[src/igfc_pkg.sv]
// Package for the idle-gap frame collector: shared types and constants.
// Used by igfc_front, igfc_back and idle_gap_frame_collector_unit.
// No dependencies.
`default_nettype none

package igfc_pkg;

    localparam int unsigned STORE_DEPTH = 64;
    localparam int unsigned ADDR_W      = 6;
    localparam int unsigned LEN_W       = 7;
    localparam int unsigned IDLE_W      = 16;
    localparam int unsigned BYTE_W      = 8;
    localparam int unsigned CMD_DEPTH   = 2;
    localparam int unsigned OUT_DEPTH   = 4;

    localparam logic [IDLE_W-1:0] IDLE_SAT   = 16'hFFFF;
    localparam logic [IDLE_W-1:0] IDLE_RESET = 16'd3;

    typedef enum logic {
        KIND_BYTE = 1'b0,
        KIND_TICK = 1'b1
    } t_kind;

    typedef struct packed {
        logic                wr;
        logic [BYTE_W-1:0]   data;
        logic [ADDR_W-1:0]   addr;
        logic                emit;
        logic [LEN_W-1:0]    len;
    } t_cmd;

    typedef struct packed {
        logic [BYTE_W-1:0]   data;
        logic                last;
    } t_out;

    typedef enum logic {
        BK_IDLE = 1'b0,
        BK_EMIT = 1'b1
    } t_back_state;

endpackage

`default_nettype wire

[src/idle_gap_frame_collector_unit.sv]
// Top level of the idle-gap frame collector: front end, command queue, back end.
// Depends on igfc_pkg, igfc_queue, igfc_front and igfc_back.
//
//   channel   direction  handshake             payload
//   request   in         push / full           i_kind, i_rx_byte, i_buffer_free
//   result    out        empty / pop           o_frame_byte, o_frame_last
//   config    in         i_cfg_we              i_cfg_wdata (idle_limit)
//
// A request is taken while the two-entry command queue has room.
// A closing frame of L bytes drains from the frame store at one byte per cycle
// (one store read port) while the result queue has room; requests behind it
// wait in the command queue and full rises once two are waiting.
// Reset is synchronous, active low; idle_limit resets to 3. Result stalls back up
// through a four-entry result queue into the drain and then into full.
`default_nettype none

module idle_gap_frame_collector_unit #(
    parameter int unsigned FRAME_MAX = 64
) (
    input  wire logic                          i_clk,
    input  wire logic                          i_rst_n,
    input  wire logic                          i_cfg_we,
    input  wire logic [igfc_pkg::IDLE_W-1:0]   i_cfg_wdata,
    input  wire logic                          push,
    output logic                               full,
    input  wire logic                          i_kind,
    input  wire logic [igfc_pkg::BYTE_W-1:0]   i_rx_byte,
    input  wire logic                          i_buffer_free,
    output logic                               empty,
    input  wire logic                          pop,
    output logic [igfc_pkg::BYTE_W-1:0]        o_frame_byte,
    output logic                               o_frame_last
);

    logic           accept;
    logic           cmd_push;
    igfc_pkg::t_cmd cmd_in;
    igfc_pkg::t_cmd cmd_head;
    logic           cmd_empty;
    logic           cmd_pop;

    assign accept = push && !full;

    igfc_front #(
        .FRAME_MAX (FRAME_MAX)
    ) u_front (
        .i_clk         (i_clk),
        .i_rst_n       (i_rst_n),
        .i_cfg_we      (i_cfg_we),
        .i_cfg_wdata   (i_cfg_wdata),
        .i_accept      (accept),
        .i_kind        (i_kind),
        .i_rx_byte     (i_rx_byte),
        .i_buffer_free (i_buffer_free),
        .o_cmd_push    (cmd_push),
        .o_cmd         (cmd_in)
    );

    igfc_queue #(
        .WIDTH ($bits(igfc_pkg::t_cmd)),
        .DEPTH (igfc_pkg::CMD_DEPTH)
    ) u_cmd_queue (
        .i_clk   (i_clk),
        .i_rst_n (i_rst_n),
        .i_push  (cmd_push),
        .i_data  (cmd_in),
        .o_full  (full),
        .i_pop   (cmd_pop),
        .o_empty (cmd_empty),
        .o_data  (cmd_head),
        .o_count ()
    );

    igfc_back u_back (
        .i_clk        (i_clk),
        .i_rst_n      (i_rst_n),
        .i_cmd_empty  (cmd_empty),
        .i_cmd        (cmd_head),
        .o_cmd_pop    (cmd_pop),
        .i_pop        (pop),
        .o_empty      (empty),
        .o_frame_byte (o_frame_byte),
        .o_frame_last (o_frame_last)
    );

endmodule

`default_nettype wire

[src/igfc_queue.sv]
// Small register-based FIFO with full/empty flags and an occupancy count.
// Used for the command queue and the result queue; no dependencies.
`default_nettype none

module igfc_queue #(
    parameter int unsigned WIDTH = 8,
    parameter int unsigned DEPTH = 2
) (
    input  wire logic                         i_clk,
    input  wire logic                         i_rst_n,
    input  wire logic                         i_push,
    input  wire logic [WIDTH-1:0]             i_data,
    output logic                              o_full,
    input  wire logic                         i_pop,
    output logic                              o_empty,
    output logic [WIDTH-1:0]                  o_data,
    output logic [$clog2(DEPTH+1)-1:0]        o_count
);

    localparam int unsigned PW = (DEPTH > 1) ? $clog2(DEPTH) : 1;
    localparam int unsigned CW = $clog2(DEPTH + 1);

    logic [WIDTH-1:0] r_mem [DEPTH];
    logic [PW-1:0]    r_wr_ptr, n_wr_ptr;
    logic [PW-1:0]    r_rd_ptr, n_rd_ptr;
    logic [CW-1:0]    r_count,  n_count;
    logic             do_push, do_pop;

    assign o_full  = (r_count == CW'(DEPTH));
    assign o_empty = (r_count == '0);
    assign o_data  = r_mem[r_rd_ptr];
    assign o_count = r_count;

    assign do_push = i_push && !o_full;
    assign do_pop  = i_pop && !o_empty;

    always_comb begin
        n_wr_ptr = r_wr_ptr;
        n_rd_ptr = r_rd_ptr;
        n_count  = r_count;
        if (do_push) begin
            n_wr_ptr = (r_wr_ptr == PW'(DEPTH - 1)) ? '0 : r_wr_ptr + PW'(1);
        end
        if (do_pop) begin
            n_rd_ptr = (r_rd_ptr == PW'(DEPTH - 1)) ? '0 : r_rd_ptr + PW'(1);
        end
        if (do_push && !do_pop) begin
            n_count = r_count + CW'(1);
        end else if (do_pop && !do_push) begin
            n_count = r_count - CW'(1);
        end
    end

    always_ff @(posedge i_clk) begin
        if (!i_rst_n) begin
            r_wr_ptr <= '0;
            r_rd_ptr <= '0;
            r_count  <= '0;
        end else begin
            r_wr_ptr <= n_wr_ptr;
            r_rd_ptr <= n_rd_ptr;
            r_count  <= n_count;
        end
    end

    always_ff @(posedge i_clk) begin
        if (do_push) begin
            r_mem[r_wr_ptr] <= i_data;
        end
    end

endmodule

`default_nettype wire

[src/igfc_front.sv]
// Front end: accepts byte and tick requests, tracks frame length and idle count,
// decides frame close and issues store/emit commands. Depends on igfc_pkg.
`default_nettype none

module igfc_front #(
    parameter int unsigned FRAME_MAX = 64
) (
    input  wire logic                          i_clk,
    input  wire logic                          i_rst_n,
    input  wire logic                          i_cfg_we,
    input  wire logic [igfc_pkg::IDLE_W-1:0]   i_cfg_wdata,
    input  wire logic                          i_accept,
    input  wire logic                          i_kind,
    input  wire logic [igfc_pkg::BYTE_W-1:0]   i_rx_byte,
    input  wire logic                          i_buffer_free,
    output logic                               o_cmd_push,
    output igfc_pkg::t_cmd                     o_cmd
);

    localparam int unsigned LW = igfc_pkg::LEN_W;
    localparam int unsigned IW = igfc_pkg::IDLE_W;

    logic [IW-1:0] r_idle_limit;
    logic [IW-1:0] r_idle,  n_idle;
    logic [LW-1:0] r_len,   n_len;
    logic [LW-1:0] len_inc;
    logic          close;

    assign len_inc = r_len + LW'(1);

    always_comb begin
        n_idle = r_idle;
        n_len  = r_len;
        close  = 1'b0;
        o_cmd  = '0;
        o_cmd_push = 1'b0;
        if (i_accept) begin
            unique case (igfc_pkg::t_kind'(i_kind))
                igfc_pkg::KIND_BYTE: begin
                    n_idle     = '0;
                    close      = (len_inc == LW'(FRAME_MAX));
                    n_len      = close ? '0 : len_inc;
                    o_cmd.wr   = 1'b1;
                    o_cmd.data = i_rx_byte;
                    o_cmd.addr = r_len[igfc_pkg::ADDR_W-1:0];
                    o_cmd.emit = close && i_buffer_free;
                    o_cmd.len  = len_inc;
                    o_cmd_push = 1'b1;
                end
                igfc_pkg::KIND_TICK: begin
                    n_idle     = (r_idle == igfc_pkg::IDLE_SAT) ? r_idle : r_idle + IW'(1);
                    close      = (r_len != '0) && (n_idle > r_idle_limit);
                    n_len      = close ? '0 : r_len;
                    o_cmd.emit = close && i_buffer_free;
                    o_cmd.len  = r_len;
                    o_cmd_push = close && i_buffer_free;
                end
                default: begin
                    n_idle = r_idle;
                end
            endcase
        end
    end

    always_ff @(posedge i_clk) begin
        if (!i_rst_n) begin
            r_idle_limit <= igfc_pkg::IDLE_RESET;
            r_idle       <= '0;
            r_len        <= '0;
        end else begin
            if (i_cfg_we) begin
                r_idle_limit <= i_cfg_wdata;
            end
            r_idle <= n_idle;
            r_len  <= n_len;
        end
    end

endmodule

`default_nettype wire

[src/igfc_back.sv]
// Back end: frame store memory, command execution and byte-by-byte drain
// into the result queue. Depends on igfc_pkg and igfc_queue.
`default_nettype none

module igfc_back (
    input  wire logic                          i_clk,
    input  wire logic                          i_rst_n,
    input  wire logic                          i_cmd_empty,
    input  wire igfc_pkg::t_cmd                i_cmd,
    output logic                               o_cmd_pop,
    input  wire logic                          i_pop,
    output logic                               o_empty,
    output logic [igfc_pkg::BYTE_W-1:0]        o_frame_byte,
    output logic                               o_frame_last
);

    localparam int unsigned LW = igfc_pkg::LEN_W;
    localparam int unsigned AW = igfc_pkg::ADDR_W;
    localparam int unsigned OD = igfc_pkg::OUT_DEPTH;
    localparam int unsigned CW = $clog2(OD + 1);

    igfc_pkg::t_back_state r_state, n_state;

    logic [igfc_pkg::BYTE_W-1:0] r_store [igfc_pkg::STORE_DEPTH];
    logic [LW-1:0]               r_idx;
    logic [LW-1:0]               r_len;
    logic [igfc_pkg::BYTE_W-1:0] r_rd_data;
    logic                        r_rd_last;
    logic                        r_rd_pend;
    logic                        mem_we;
    logic                        issue;
    logic                        last_idx;
    logic [CW-1:0]               out_count;
    logic [CW-1:0]               used;
    igfc_pkg::t_out              out_in;
    igfc_pkg::t_out              out_head;

    assign last_idx = ((r_idx + LW'(1)) == r_len);
    assign used     = out_count + CW'(r_rd_pend);

    always_comb begin
        n_state = r_state;
        unique case (r_state)
            igfc_pkg::BK_IDLE: begin
                if (!i_cmd_empty && i_cmd.emit) begin
                    n_state = igfc_pkg::BK_EMIT;
                end
            end
            igfc_pkg::BK_EMIT: begin
                if (issue && last_idx) begin
                    n_state = igfc_pkg::BK_IDLE;
                end
            end
            default: n_state = igfc_pkg::BK_IDLE;
        endcase
    end

    always_comb begin
        o_cmd_pop = 1'b0;
        issue     = 1'b0;
        unique case (r_state)
            igfc_pkg::BK_IDLE: o_cmd_pop = !i_cmd_empty;
            igfc_pkg::BK_EMIT: issue     = (used < CW'(OD));
            default: o_cmd_pop = 1'b0;
        endcase
    end

    assign mem_we = o_cmd_pop && i_cmd.wr;

    always_ff @(posedge i_clk) begin
        if (!i_rst_n) begin
            r_state   <= igfc_pkg::BK_IDLE;
            r_rd_pend <= 1'b0;
            r_idx     <= '0;
            r_len     <= '0;
        end else begin
            r_state   <= n_state;
            r_rd_pend <= issue;
            if (o_cmd_pop && i_cmd.emit) begin
                r_idx <= '0;
                r_len <= i_cmd.len;
            end else if (issue) begin
                r_idx <= r_idx + LW'(1);
            end
        end
    end

    always_ff @(posedge i_clk) begin
        if (mem_we) begin
            r_store[i_cmd.addr] <= i_cmd.data;
        end
        if (issue) begin
            r_rd_data <= r_store[r_idx[AW-1:0]];
            r_rd_last <= last_idx;
        end
    end

    assign out_in.data = r_rd_data;
    assign out_in.last = r_rd_last;

    igfc_queue #(
        .WIDTH ($bits(igfc_pkg::t_out)),
        .DEPTH (OD)
    ) u_out_queue (
        .i_clk   (i_clk),
        .i_rst_n (i_rst_n),
        .i_push  (r_rd_pend),
        .i_data  (out_in),
        .o_full  (),
        .i_pop   (i_pop),
        .o_empty (o_empty),
        .o_data  (out_head),
        .o_count (out_count)
    );

    assign o_frame_byte = out_head.data;
    assign o_frame_last = out_head.last;

endmodule

`default_nettype wire

[config.mk]
export PLATFORM = sky130hd
export DESIGN_NAME = idle_gap_frame_collector_unit
export DESIGN_NICKNAME = d
export VERILOG_FILES = /design/src/igfc_pkg.sv /design/src/idle_gap_frame_collector_unit.sv /design/src/igfc_queue.sv /design/src/igfc_front.sv /design/src/igfc_back.sv
export SDC_FILE = /design/constraint.sdc
export NUM_CORES = 1
export LEC_CHECK = 0
export ABC_AREA = 1
export BUFFER_PORTS_ARGS = -buffer_cell sky130_fd_sc_hd__buf_4
export CORE_MARGIN = 2
export CORE_UTILIZATION = 33
export CTS_CLUSTER_DIAMETER = 40
export DETAILED_ROUTE_END_ITERATION = 10
export GPL_ROUTABILITY_DRIVEN = 0
export PLACE_DENSITY_LB_ADDON = 0.05
export SYNTH_ARGS = -nofsm -noshare
export SYNTH_HDL_FRONTEND = slang
export SYNTH_SLANG_ARGS = --single-unit
[constraint.sdc]
create_clock -name i_clk -period 8.75 [get_ports i_clk]
set_clock_uncertainty 0.15 [all_clocks]
set_input_delay 0.875 -clock i_clk [delete_from_list [all_inputs] [get_ports i_clk]]
set_output_delay 0.875 -clock i_clk [all_outputs]
set_load 0.01 [all_outputs]
==> summary.txt <==
Outcome
  – Status: completed

Global routing
  – First-pass GRT wire length: 118.3 mm
  – Largest net degree at the start of global routing: 114
  – GRT Total Usage: 18.32%
  – Grt ovf: 0
  – Vias in the first global route: 18470
  – Antenna violations before repair: 0

Clock network
  – CTS Sinks: 672
  – Cts bufs inserted: ~120
  – Gates resized, CTS repair: 0
  – Reg clk slew, reported paths: 0.04 ns
  – Maximum clock path buffer count: 3
  – Root buffer cell: clkbuf_16
  – Skew-Pair Late Insertion Delay: 0.67 ns
  – CTS tree: done
  – Post-CTS Setup Bufs: 0
  – H-tree depth: 3
  – Hold-fix buffers, CTS: 0

STA
  – Min Tclk post-route: 4.081 ns
  – Final Cycle Share: 46.65%
  – Slew Limit Fails: 0
  – Hold slack: 0.2962 ns
  – Final hold vios: 0
  – Peak Freq: 0.2450 GHz
  – RSZ-0062 raised after global routing: false
  – Final Setup Violations: 0
  – Total negative slack: 0 ns
  – Tightest Pin Transition: between 1 and 1.5 ns
  – Relative slew slack: 16.58%

Worst setup path
  – FF-to-FF path depth: 19
  – Critical Path Fanout Max: 23
  – R2R setup slack: 4.67 ns
  – CP Cell Sequence: ha_1 > nand3_1 > nor2_1 > nand2_1 > nor2_1 > nand2_1 > xor2_1 > nand2_1 > ha_1 > nand2_1 > nor2_1 > nand2_1 > nor2_1 > nand2_1 > nand4_1 > nand2_1 > nand2_1 > nand3_1 > inv_1
  – CP most frequent cell: nand2_1
  – Worst Path Arrival: about 4.2 ns
  – Critical Path Max Stage Delay: 0.67 ns
  – Worst Setup SP: u_front.r_idle[0]
  – Critical path endpoint: u_cmd_queue.r_mem[1][20]
  – Reg-to-reg startpoint: u_front.r_idle[0]
  – Worst EP required: 8.87 ns
  – CP startpoint kind: register
  – Reg-to-Reg End: u_cmd_queue.r_mem[1][20]
  – CP max-delay cell: inv_1
  – CP Capture Type: register
  – Crit Path Class: register to register

Drt
  – Routed WL: 79.04 mm
  – Number of remaining DRC errors: 0
  – Vias per cell: 4.930
  – DR vias: between 15000 and 20000
  – Router iterations before antenna repair: 5
  – Wire per inst: 21.05 um
  – Initial drt markers: 1071
  – Final ANT Viol Nets: 0

Power
  – Comb pwr share: between 20% and 30%
  – Maximum vdd drop: 0.2138 mV
  – Reg power frac: 36.5%
  – Leakage dissipation: 11.75 nW
  – Sw frac: 31.00%
  – P_int: 7.519 mW
  – Power per Cell Area: between 300 and 400 mW/mm2
  – Clock power frac: 43.3%
  – NetSw: 3.378 mW

Placed design
  – Port bufs: roughly 40
  – Dpl cells: 3524
  – HPWL Detailed: 44.14 mm

Yosys
  – Synthesis Warnings: 0
  – Register bit total from synthesis: 672
  – Syn avg cell area: 11.34 um2
  – Post-synth EDFFs: 603
  – Syn_nets: around 2500
  – Mapped cell area: 0.02788 mm2
  – Synth unique cells: 41
  – Seq/Total Area, Yosys: 69.91%
  – Ys flop type: edfxtp_1
  – Async SR Flop Fraction: 0%
  – Gate Count Post-Synth: 2458

Layout
  – Area growth syn-to-layout: 19.54%
  – Layout cell share with drive strength beyond 1: 11.18%
  – Fillcell total: roughly 8100
  – Commonest non-fill, non-tap cells in the layout: 603 x edfxtp_1, 420 x nand2_1, 404 x nor2_1, 291 x o21ai_0, 137 x o22ai_1
  – Nets: 2573
  – Post-route insts no fill: about 3800
  – Most common cell after layout, fill and taps aside: edfxtp_1

Floorplanning
  – Ports: between 40 and 50
  – Core Box Area: 0.08369 mm2
  – Initial Util: 33.31%
  – Die span in y: ~290 um
  – Rows: 106
  – DIE WIDTH: 294.6 um
  – Die area: between 0.08 and 0.09 mm2

Min path
  – Min-delay worst type: primary input to register

Job
  – Max-cap viol count: 0
power groups by stage:
stage | clock network [mW] | registers (mW) | logic [mW]
floorplan | 0 | 3.95 | 1.42
global placement | 0 | 4.04 | 2.24
detailed placement | 0 | 4.04 | 2.25
CTS | 4.82 | 3.98 | 2.26
global route | 4.97 | 3.99 | 2.47
finish | 4.71 | 3.98 | 2.21
metrics by stage:
| step | utilization, % | power, mW | area (um2) | setup slack (ns) |
|---|---|---|---|---|
| floorplan | - | 5.374 | 27880 | 4.826 |
| global placement | 34.84 | 6.276 | 29150 | 4.551 |
| detailed placement | 34.84 | 6.294 | 29150 | 4.538 |
| CTS | 39.82 | 11.06 | 33320 | 4.514 |
| global route | 39.82 | 11.43 | 33320 | 4.165 |
| finish | 39.82 | 10.90 | 33320 | 4.669 |
sequential cells by signal, indices dropped and copies added, names as in the netlist, named ones only:
name	cells
u_back.u_out_queue.r_wr_ptr	2
u_back.r_store	512
u_back.r_rd_pend	1
u_back.r_state	1
u_front.r_idle_limit	16
u_back.u_out_queue.r_mem	36
u_cmd_queue.r_rd_ptr	1
u_cmd_queue.r_mem	46
u_cmd_queue.o_count	2
u_back.u_out_queue.o_count	3
u_back.r_rd_data	8
u_back.r_len	7
u_back.u_out_queue.r_rd_ptr	2
u_cmd_queue.r_wr_ptr	1
u_back.r_idx	7
u_front.r_idle	16
u_back.r_rd_last	1
u_front.r_len	7
cells in the mapped netlist (3+ instances only):
cell,number,area share [%]
buf_1,10,0.13
ha_1,28,1.3
inv_1,99,1.3
buf_6,5,0.20
a21oi_1,75,1.3
clkinv_1,3,0.040
clkbuf_1,57,0.77
nand3_1,81,1.5
or2_2,4,0.090
xor2_1,15,0.47
buf_4,18,0.48
edfxtp_1,603,65
o21ai_1,35,0.63
mux2_2,9,0.36
nand2_1,420,5.7
nor2_2,3,0.067
xnor2_1,4,0.13
o22ai_1,137,3.1
o21ai_0,292,5.2
dfxtp_1,69,5.0
nand4_1,14,0.31
nor2_1,405,5.5
clkbuf_2,5,0.090
buf_2,41,0.74
nor3_1,5,0.090
area by class of cell:
cell class	instances	area [um2]	share of cell area (%)
antenna	1	2.502	0.007509
multi-input combinational	1545	7325	21.98
clock buffer	147	3229	9.691
timing repair buffer	68	510.5	1.532
sequential	672	19500	58.51
clock inverter	83	939.7	2.820
tap	1134	1419	4.258
inverter	105	401.6	1.205
per-layer routing:
layer	track usage [%]	part of all wire [%]	vias up
met5	0	0	-
met4	6.135	2.6	0
met3	3.054	4.1	133
met2	29.99	48	373
met1	24.68	46	9135
li1	-	-	8870
worst min-delay path by stage:
| stage | from | endpoint | cells after the start |
|---|---|---|---|
| final | i_cfg_wdata[0] | u_front.r_idle_limit[0] | 3 |
| after global routing | i_cfg_wdata[1] | u_front.r_idle_limit[1] | 3 |
| after CTS | i_cfg_wdata[1] | u_front.r_idle_limit[1] | 3 |
| after detailed placement | u_cmd_queue.r_rd_ptr | u_cmd_queue.r_rd_ptr | 1 |
| after global placement | u_cmd_queue.r_rd_ptr | u_cmd_queue.r_rd_ptr | 1 |
| after floorplan | u_cmd_queue.r_rd_ptr | register | 1 |
cells by family (layout without fill, tap and decap cells):
group           count (synthesis)  after routing  synth area share (%)
compound gates                548            548                 10.56
xor+xnor                       19             19                0.5969
fa+ha+maj                      29             29                 1.329
buf+inv                       241            403                 3.838
flops                         672            672                 69.91
mux                            10             10                0.4040
other cells                     0              1                     0
simple gates                  939            939                 13.36
worst max-delay path: cells and delay by family, from the launching register on:
family	cells	cell delay, ns
buffers and inverters	1	0.67
DFF	1	0.43
xor gates and xnor gates	1	0.13
adders and majority gates	2	0.51
and+or+nand+nor	15	1.79
No activity file was read; power rests on OpenSTA's default activity.
